[config.mk]
export PLATFORM = sky130hd
export DESIGN_NAME = ictf_ctrl
export DESIGN_NICKNAME = d
export VERILOG_FILES = /design/src/sv/ictf_pkg.sv /design/src/sv/ictf_ctrl.sv
export SDC_FILE = /design/constraint.sdc
export NUM_CORES = 1
export LEC_CHECK = 0
export BUFFER_PORTS_ARGS = -buffer_cell sky130_fd_sc_hd__buf_2
export CORE_AREA = 2 2 39 41
export CTS_BUF_LIST = sky130_fd_sc_hd__clkbuf_4
export DETAILED_ROUTE_END_ITERATION = 7
export DIE_AREA = 0 0 41 43
export PLACE_DENSITY_LB_ADDON = 0.1
export SETUP_SLACK_MARGIN = 0.5
export SYNTH_ARGS = -nofsm -noshare
export SYNTH_HDL_FRONTEND = slang
export SYNTH_SLANG_ARGS = --single-unit
[constraint.sdc]
create_clock -name clk -period 2.65 [get_ports clk]
set_input_delay 0.265 -clock clk [delete_from_list [all_inputs] [get_ports clk]]
set_output_delay 0.265 -clock clk [all_outputs]
set_load 0.05 [all_outputs]
[src/sv/ictf_pkg.sv]
`timescale 1ns / 1ps
// shared types, constants and helpers for the complementary tilt filter
// no dependencies

package ictf_pkg;

    localparam int CORDIC_STEPS_DEF = 16;
    localparam int CFG_IDX_W        = 3;
    localparam int CFG_DATA_W       = 32;

    // register indexes of the configuration port
    localparam logic [CFG_IDX_W-1:0] REG_GYRO_GAIN    = 3'd0;
    localparam logic [CFG_IDX_W-1:0] REG_ACCEL_GAIN   = 3'd1;
    localparam logic [CFG_IDX_W-1:0] REG_GYRO_WEIGHT  = 3'd2;
    localparam logic [CFG_IDX_W-1:0] REG_ACCEL_WEIGHT = 3'd3;
    localparam logic [CFG_IDX_W-1:0] REG_MAG_LOW      = 3'd4;
    localparam logic [CFG_IDX_W-1:0] REG_MAG_HIGH     = 3'd5;

    localparam logic [31:0] GYRO_GAIN_RST    = 32'd327680;
    localparam logic [31:0] ACCEL_GAIN_RST   = 32'd65536;
    localparam logic [15:0] GYRO_WEIGHT_RST  = 16'd32112;
    localparam logic [15:0] ACCEL_WEIGHT_RST = 16'd655;
    localparam logic [16:0] MAG_LOW_RST      = 17'd0;
    localparam logic [16:0] MAG_HIGH_RST     = 17'd98304;

    // pi in q2.30
    localparam logic signed [34:0] PI_Q30 = 35'sd3373259426;

    // round(atan(2^-i) * 2^30)
    localparam logic [29:0] ATAN_TAB [32] = '{
        30'd843314857, 30'd497837829, 30'd263043837, 30'd133525159, 30'd67021687,
        30'd33543516, 30'd16775851, 30'd8388437, 30'd4194283, 30'd2097149,
        30'd1048576, 30'd524288, 30'd262144, 30'd131072, 30'd65536, 30'd32768,
        30'd16384, 30'd8192, 30'd4096, 30'd2048, 30'd1024, 30'd512, 30'd256,
        30'd128, 30'd64, 30'd32, 30'd16, 30'd8, 30'd4, 30'd2, 30'd1, 30'd0
    };

    typedef struct packed {
        logic signed [15:0] accel_x;
        logic signed [15:0] accel_y;
        logic signed [15:0] accel_z;
        logic signed [15:0] gyro_x;
        logic signed [15:0] gyro_y;
    } in_t;

    typedef struct packed {
        logic signed [31:0] tilt_x;
        logic signed [31:0] tilt_y;
        logic               accel_applied;
    } out_t;

    typedef enum logic [3:0] {
        OP_NONE,
        OP_LOAD,
        OP_GMUL,
        OP_GADD,
        OP_CINIT,
        OP_CSTEP,
        OP_AMUL,
        OP_ASAT,
        OP_BMUL_G,
        OP_BMUL_A,
        OP_BFIN,
        OP_OUT
    } op_t;

    typedef struct packed {
        op_t  op;
        logic axis;     // 0: x angle, 1: y angle
    } cmd_t;

    typedef struct packed {
        logic use_acc;
        logic iter_last;
        logic out_free;
    } status_t;

    function automatic logic signed [31:0] sat32(input logic signed [65:0] v);
        if ((&v[65:31]) || !(|v[65:31]))
            return v[31:0];
        else if (v[65])
            return 32'sh8000_0000;
        else
            return 32'sh7FFF_FFFF;
    endfunction

endpackage

[src/sv/ictf_ctrl.sv]
`timescale 1ns / 1ps
// sequencer of the tilt filter: walks one request through gyro, cordic and blend
// depends on ictf_pkg

module ictf_ctrl
    import ictf_pkg::*;
(
    input  logic    clk,
    input  logic    rst_n,
    input  logic    in_valid,
    output logic    in_ready,
    input  status_t status,
    output cmd_t    cmd
);

    typedef enum logic [10:0] {
        S_IDLE   = 11'b000_0000_0001,
        S_GMUL   = 11'b000_0000_0010,
        S_GADD   = 11'b000_0000_0100,
        S_CINIT  = 11'b000_0000_1000,
        S_CSTEP  = 11'b000_0001_0000,
        S_AMUL   = 11'b000_0010_0000,
        S_ASAT   = 11'b000_0100_0000,
        S_BMUL_G = 11'b000_1000_0000,
        S_BMUL_A = 11'b001_0000_0000,
        S_BFIN   = 11'b010_0000_0000,
        S_DONE   = 11'b100_0000_0000
    } state_t;

    state_t state_reg, state_next;
    logic   axis_reg, axis_next;

    assign in_ready = (state_reg == S_IDLE);

    always_comb
    begin
        state_next = state_reg;
        axis_next  = axis_reg;
        cmd.op     = OP_NONE;
        cmd.axis   = axis_reg;
        case (state_reg)
            S_IDLE:
            begin
                if (in_valid)
                begin
                    cmd.op     = OP_LOAD;
                    axis_next  = 1'b0;
                    state_next = S_GMUL;
                end
            end
            S_GMUL:
            begin
                cmd.op     = OP_GMUL;
                state_next = S_GADD;
            end
            S_GADD:
            begin
                cmd.op = OP_GADD;
                if (axis_reg)
                begin
                    axis_next  = 1'b0;
                    state_next = status.use_acc ? S_CINIT : S_DONE;
                end
                else
                begin
                    axis_next  = 1'b1;
                    state_next = S_GMUL;
                end
            end
            S_CINIT:
            begin
                cmd.op     = OP_CINIT;
                state_next = S_CSTEP;
            end
            S_CSTEP:
            begin
                cmd.op = OP_CSTEP;
                if (status.iter_last)
                    state_next = S_AMUL;
            end
            S_AMUL:
            begin
                cmd.op     = OP_AMUL;
                state_next = S_ASAT;
            end
            S_ASAT:
            begin
                cmd.op     = OP_ASAT;
                axis_next  = !axis_reg;
                state_next = axis_reg ? S_BMUL_G : S_CINIT;
            end
            S_BMUL_G:
            begin
                cmd.op     = OP_BMUL_G;
                state_next = S_BMUL_A;
            end
            S_BMUL_A:
            begin
                cmd.op     = OP_BMUL_A;
                state_next = S_BFIN;
            end
            S_BFIN:
            begin
                cmd.op     = OP_BFIN;
                axis_next  = !axis_reg;
                state_next = axis_reg ? S_DONE : S_BMUL_G;
            end
            S_DONE:
            begin
                // wait for the output slot to free up
                if (status.out_free)
                begin
                    cmd.op     = OP_OUT;
                    state_next = S_IDLE;
                end
            end
            default:
            begin
                state_next = S_IDLE;
            end
        endcase
    end

    always_ff @(posedge clk or negedge rst_n)
    begin
        if (!rst_n)
        begin
            state_reg <= S_IDLE;
            axis_reg  <= 1'b0;
        end
        else
        begin
            state_reg <= state_next;
            axis_reg  <= axis_next;
        end
    end

    a_no_back_to_back: assert property (@(posedge clk) disable iff (!rst_n)
        in_valid && in_ready |=> !in_ready)
        else $error("request taken while the previous one is in flight");

    a_out_only_when_free: assert property (@(posedge clk) disable iff (!rst_n)
        cmd.op == OP_OUT |-> status.out_free)
        else $error("result loaded over an unread result");

    a_cordic_runs_on: assert property (@(posedge clk) disable iff (!rst_n)
        state_reg == S_CSTEP && !status.iter_last |=> state_reg == S_CSTEP)
        else $error("cordic left before its last step");

endmodule

**Word level (Yosys, flattened, before mapping)**

Index checks and enable logic that the tools add are counted.

- Register bits after elaboration: 12
- Output and inout bits: 6
- Bits of input ports: 6
- Logic and storage cells: 35

- Reductions and logical operators: 5
- Equality and inequality tests: 14
- Muxes and demuxes: 14

Operators by type and width:

| kind | count |
|---|---|
| 11-bit one-hot mux with 11 select lines | 1 |
| 11-bit 2-to-1 mux | 6 |
| 4-bit one-hot mux with 11 select lines | 1 |
| 11-bit by 1-bit == test with 1-bit output, second input constant | 1 |
| 11-bit by 10-bit == test with 1-bit output, second input constant | 1 |
| 11-bit == test, second input constant | 1 |
| 11-bit by 2-bit == test with 1-bit output, second input constant | 1 |
| 11-bit by 3-bit == test with 1-bit output, second input constant | 1 |
| 11-bit by 4-bit == test with 1-bit output, second input constant | 1 |
| 11-bit by 5-bit == test with 1-bit output, second input constant | 1 |
| 11-bit by 6-bit == test with 1-bit output, second input constant | 1 |
| 11-bit by 7-bit == test with 1-bit output, second input constant | 1 |
| 11-bit by 8-bit == test with 1-bit output, second input constant | 1 |
| 11-bit by 9-bit == test with 1-bit output, second input constant | 1 |
| 8-bit 2-to-1 mux | 1 |
| 2-bit != test, second input constant | 3 |
| 4-bit 2-to-1 mux | 1 |
| 1-bit 2-to-1 mux | 3 |
| 1-bit one-hot mux with 3 select lines | 1 |
| 3-bit AND reduction | 1 |
| 3-bit nonzero test | 1 |
| 2-bit AND reduction | 1 |
| 2-bit OR reduction | 1 |
| 1-bit zero test | 1 |

**Longest topological paths before layout**

- Depth after elaboration: 4
- Depth in mapped cells: 6

**Least setup slack after synthesis**

No wires, ideal clock.

- Path type: reg-to-output
- Start point: register state_reg[5]
- End point: output port cmd[1] in the netlist's numbering
- Slack: -429 ps
- Path buffers: 0
- Arrival: 2814 ps
- Cell stages (with the launch flop): 5
- Cell sequence: dfrtp_1 -> or4_1 -> nor3_1 -> nand2_1 -> nand3_1

RTL lines:

| element | RTL line | source |
|---|---|---|
| start, declared | ictf_ctrl.sv:30 | `state_t state_reg, state_next;` |
| start signal, assigned | ictf_ctrl.sv:133 | `state_reg <= state_next;` |
| end, declared | ictf_ctrl.sv:13 | `output cmd_t cmd` |

==> results list <==
* Gr ovfl total: 0
- Total Die Area: 1763 um^2
* Share of the synthesized area in compound gates (AO/OA/AOI/OAI): 8.784%
- Clock power frac: 14.0%
- Summing the areas of all and, or, nand and nor instances in the mapped netlist gives 43.24% of the synthesized area.
- CTS built an H-tree with a depth of 1.
* Maximum number of pins on one net before global-route repair: 13
- Number of nets at the end of the flow: 126
- Synth area leaders: sky130_fd_sc_hd__dfrtp_1 (37%), sky130_fd_sc_hd__nor2_1 (7.1%), sky130_fd_sc_hd__nand2_1 (6.6%), sky130_fd_sc_hd__nand4_1 (4.2%), sky130_fd_sc_hd__dfstp_2 (3.5%)
* Initial Util: 53.53%
* Most used DFF post-synth: sky130_fd_sc_hd__dfrtp_1
- Fraction of synthesized cell area in xor and xnor cells: 2.365%
- Clock root cell: sky130_fd_sc_hd__clkbuf_4
* Post-synthesis cell area: 740.7 um^2
* Cell-internal power: 496.4 uW
- At the later pin of the worst-skew pair, clock insertion delay measures 0.29 ns.
- Clock tree from TritonCTS: yes
- The floorplan has 14 rows.
* Deepest clock path buffer count: 2
- After Yosys synthesis, full adders, half adders and majority gates account for 0% of the synthesized area.
- Drt drc: 0
* Overall via count from detail_route: 822
- In the post-route analysis, the smallest setup slack over all paths is 0.4043 ns.
* Seq/Total Area, Yosys: 40.71%
* Core Region: 1384 um^2
- Number of cells in the finished layout apart from fillers: 135
* Worst slew margin relative to its limit: 73.77%
* Number of standard cells after synthesis: 86
- Post-synthesis area per instance: 8.613 um^2
- For this run, asynchronously set or reset flops after synthesis account for 100.0%.
* Largest delay share family, worst path: simple AND/OR/NAND/NOR gates
* Number of CTS-inserted buffers: 3
- Measured against the total synthesized area, the mux share comes to 2.703%.
- Minimum setup slack after placement: 0.4381 ns
- Max-slew violations: 0
- Library cells used by synthesis: 33
* Critical-path maximum fanout: 5
* Wl on met1: 900 um
- Synthesis inferred 12 register bits.
- Final Hold Viols: 0
- Hold/Removal Path Class: in2reg
* Launching element type of the critical path: flop
- Pin placement for this block handled 12 I/O pins.
- For the pin with the worst max-slew slack, the measured transition is 0.3904 ns.
- For this design the total switching power over the nets is 403.9 uW.
- Commonest cells in the synthesized netlist: sky130_fd_sc_hd__nor2_1 (14), sky130_fd_sc_hd__nand2_1 (13), sky130_fd_sc_hd__dfrtp_1 (11)
- The most common cell in the synthesized netlist is sky130_fd_sc_hd__nor2_1.
* Utilization after layout: 78.75%
- The first global-routing pass estimated 3512 um of wire.
- After routing, the total negative slack on setup checks comes to 0 ns.
* Port bufs: 11
* Power density of the placed cells: 826.1 nW/um^2
* Skew final: 0.001559 ns
- Area growth syn-to-layout: 47.13%
- Cell with the biggest individual delay on the critical path: sky130_fd_sc_hd__dfrtp_2
* Buffers and inverters on the worst path: 1
* Comb power frac: 57.5%
- 0 antenna diodes ended up in the layout.
- For this design the static power due to leakage is 0.5231 nW.
- Met3 Wirelength: 161 um
* Final critical-path required period: 2.246 ns
* RSZ-0062 raised after global routing: yes
- Dominant cell type by count on the critical path: sky130_fd_sc_hd__nand2_1
- The detailed router finished its first iteration with 27 violations.
- Category of the critical setup timing path: reg2out
- Final critical-path share of the clock period: 84.74%
- Achievable clock frequency: 445.3 MHz
- Final setup violation count: 0
* Series of cell instances along the critical path: nor4_4 > nand2_1 > and4bb_2 > nor3b_2 > nand2_1 > buf_6
* Antenna violations before repair: 0
- Syn. warnings: 0
* Post-layout instance area: 1090 um^2
- Vertical die dimension: 43 um
- The number of nets handed over by synthesis was 92.
- Proportion of netlist area held by the largest area contributor: 37.16%
- The congestion estimate from routability-driven global placement came to 0.8772.
- After detailed routing, the met2 layer carries 1138 um of wire.
- Status: completed
- Count of flip-flops with a built-in enable after synthesis: 0
- Number of max-capacitance violations reported: 0
- The count of nets left with antenna violations once routing finished came out at 0.
- Clock-pin slew reported for the worst setup and hold paths after clock tree synthesis: 0.08 ns
- By area, the combinational part of the netlist is dominated by simple AND/OR/NAND/NOR gates.
- Once placement completed, the tool counted placed cells totaling 110.
- Highest metal layer with signal wires: met4
- In the final routed layout, each cell accounts on average for 17.02 um.
- The worst-case IR drop observed on VDD is 0.6938 mV.
- Data on the critical path is required at its endpoint by 2.38 ns.
- In this run the horizontal extent of the chip is 41 um.
- Number of flip-flops in the largest register: 11
- Number of global-route vias before repair: 758
- Detailed placement finished with a half-perimeter wire length of 1396 um.
- Routed WL: 2298 um
* Maximum single-stage delay on the critical path: 0.45 ns
- In the global route stage, overall resource usage came out at 30.09%.
* Via density per instance: 6.089
* Yosys top cell by area: sky130_fd_sc_hd__dfrtp_1
- Sequential Power Share: 28.5%
* Placed inst area: 825.8 um^2
* Net Sw Frac: 44.86%
- The first detailed-routing pass took 4 iterations.
* Share of cells above drive strength 1: 42.86%
* Data arrival time of the worst path: 1.98 ns
- STA classifies the critical path endpoint as a primary output.
- For this design, the sink count on the clock tree is 12.
## power groups by stage
stage / sequential (mW) / combinational (mW) / clock, mW
after floorplan: 0.238 / 0.307 / 0
after global placement: 0.249 / 0.361 / 0
after detailed placement: 0.250 / 0.368 / 0
after CTS: 0.255 / 0.470 / 0.120
after global routing: 0.261 / 0.550 / 0.132
final: 0.257 / 0.517 / 0.126
## stage by stage
stage / hold WS [ns] / power, mW
after CTS: 0.1958 / 0.8448
after global placement: 0.1548 / 0.6105
after floorplan: -0.03059 / 0.5454
after global routing: 0.2274 / 0.9435
final: 0.2194 / 0.9003
after detailed placement: 0.1566 / 0.6181
## cell families (layout without fill, tap and decap cells)
group                     after synthesis  count (layout)
xor gates and xnor gates                2               2
buffers and inverters                   3              36
DFF                                    12              12
muxes                                   2               2
and+or+nand+nor                        57              57
AOI/OAI and AO/OA                      10              10
## worst paths after layout
| check | startpoint | endpoint | slack (ns) | cells after the start |
|---|---|---|---|---|
| worst max-delay path | state_reg[4] | cmd[2] | 0.40 | 6 |
| worst min-delay path | status[1] | state_reg[4] | 0.22 | 2 |
| worst max register to register | state_reg[4] | state_reg[0] | 0.48 | 9 |
| worst min register to register | state_reg[9] | state_reg[9] | 0.63 | 1 |
| max in group asynchronous | rst_n | state_reg[0] | 1.94 | 2 |
| min in group asynchronous | rst_n | state_reg[7] | 0.43 | 2 |
## cells in the final DEF (no fill, tap or decap), drive strengths merged, types with 2 or more instances in the layout
| cell type | count |
|---|---|
| o21ai | 2 |
| nand3 | 3 |
| nor3b | 2 |
| buf | 31 |
| or3 | 2 |
| clkbuf | 3 |
| nand4 | 5 |
| nor2 | 14 |
| nor2b | 3 |
| nor3 | 5 |
| o22ai | 2 |
| mux2i | 2 |
| a21oi | 2 |
| dfrtp | 11 |
| xnor2 | 2 |
| nand2 | 13 |
| nor4 | 2 |
## timing repair
item,CTS,global route
hold buffers,1,0
endpoints found under the hold margin,11,0
pin swaps,5,9
setup endpoints to repair,4,5
buffers inserted,11,9
resized for setup,14,4
## per-layer routing
| metal | track usage, % | vias up |
|---|---|---|
| li1 | - | 378 |
| met1 | 40.07 | 385 |
| met2 | 44.69 | 46 |
| met3 | 6.283 | 13 |
| met4 | 14.67 | 0 |
| met5 | 0 | - |
## cell type report
cell class | count | area, um^2
Sequential cell | 12 | 304.0
Tap cell | 16 | 20.02
Clock buffer | 3 | 22.52
Multi-Input combinational cell | 71 | 501.7
Fill cell | 91 | 294.0
Timing Repair Buffer | 32 | 237.7
Clock inverter | 1 | 3.754
Power figures use the tool's default switching activity.
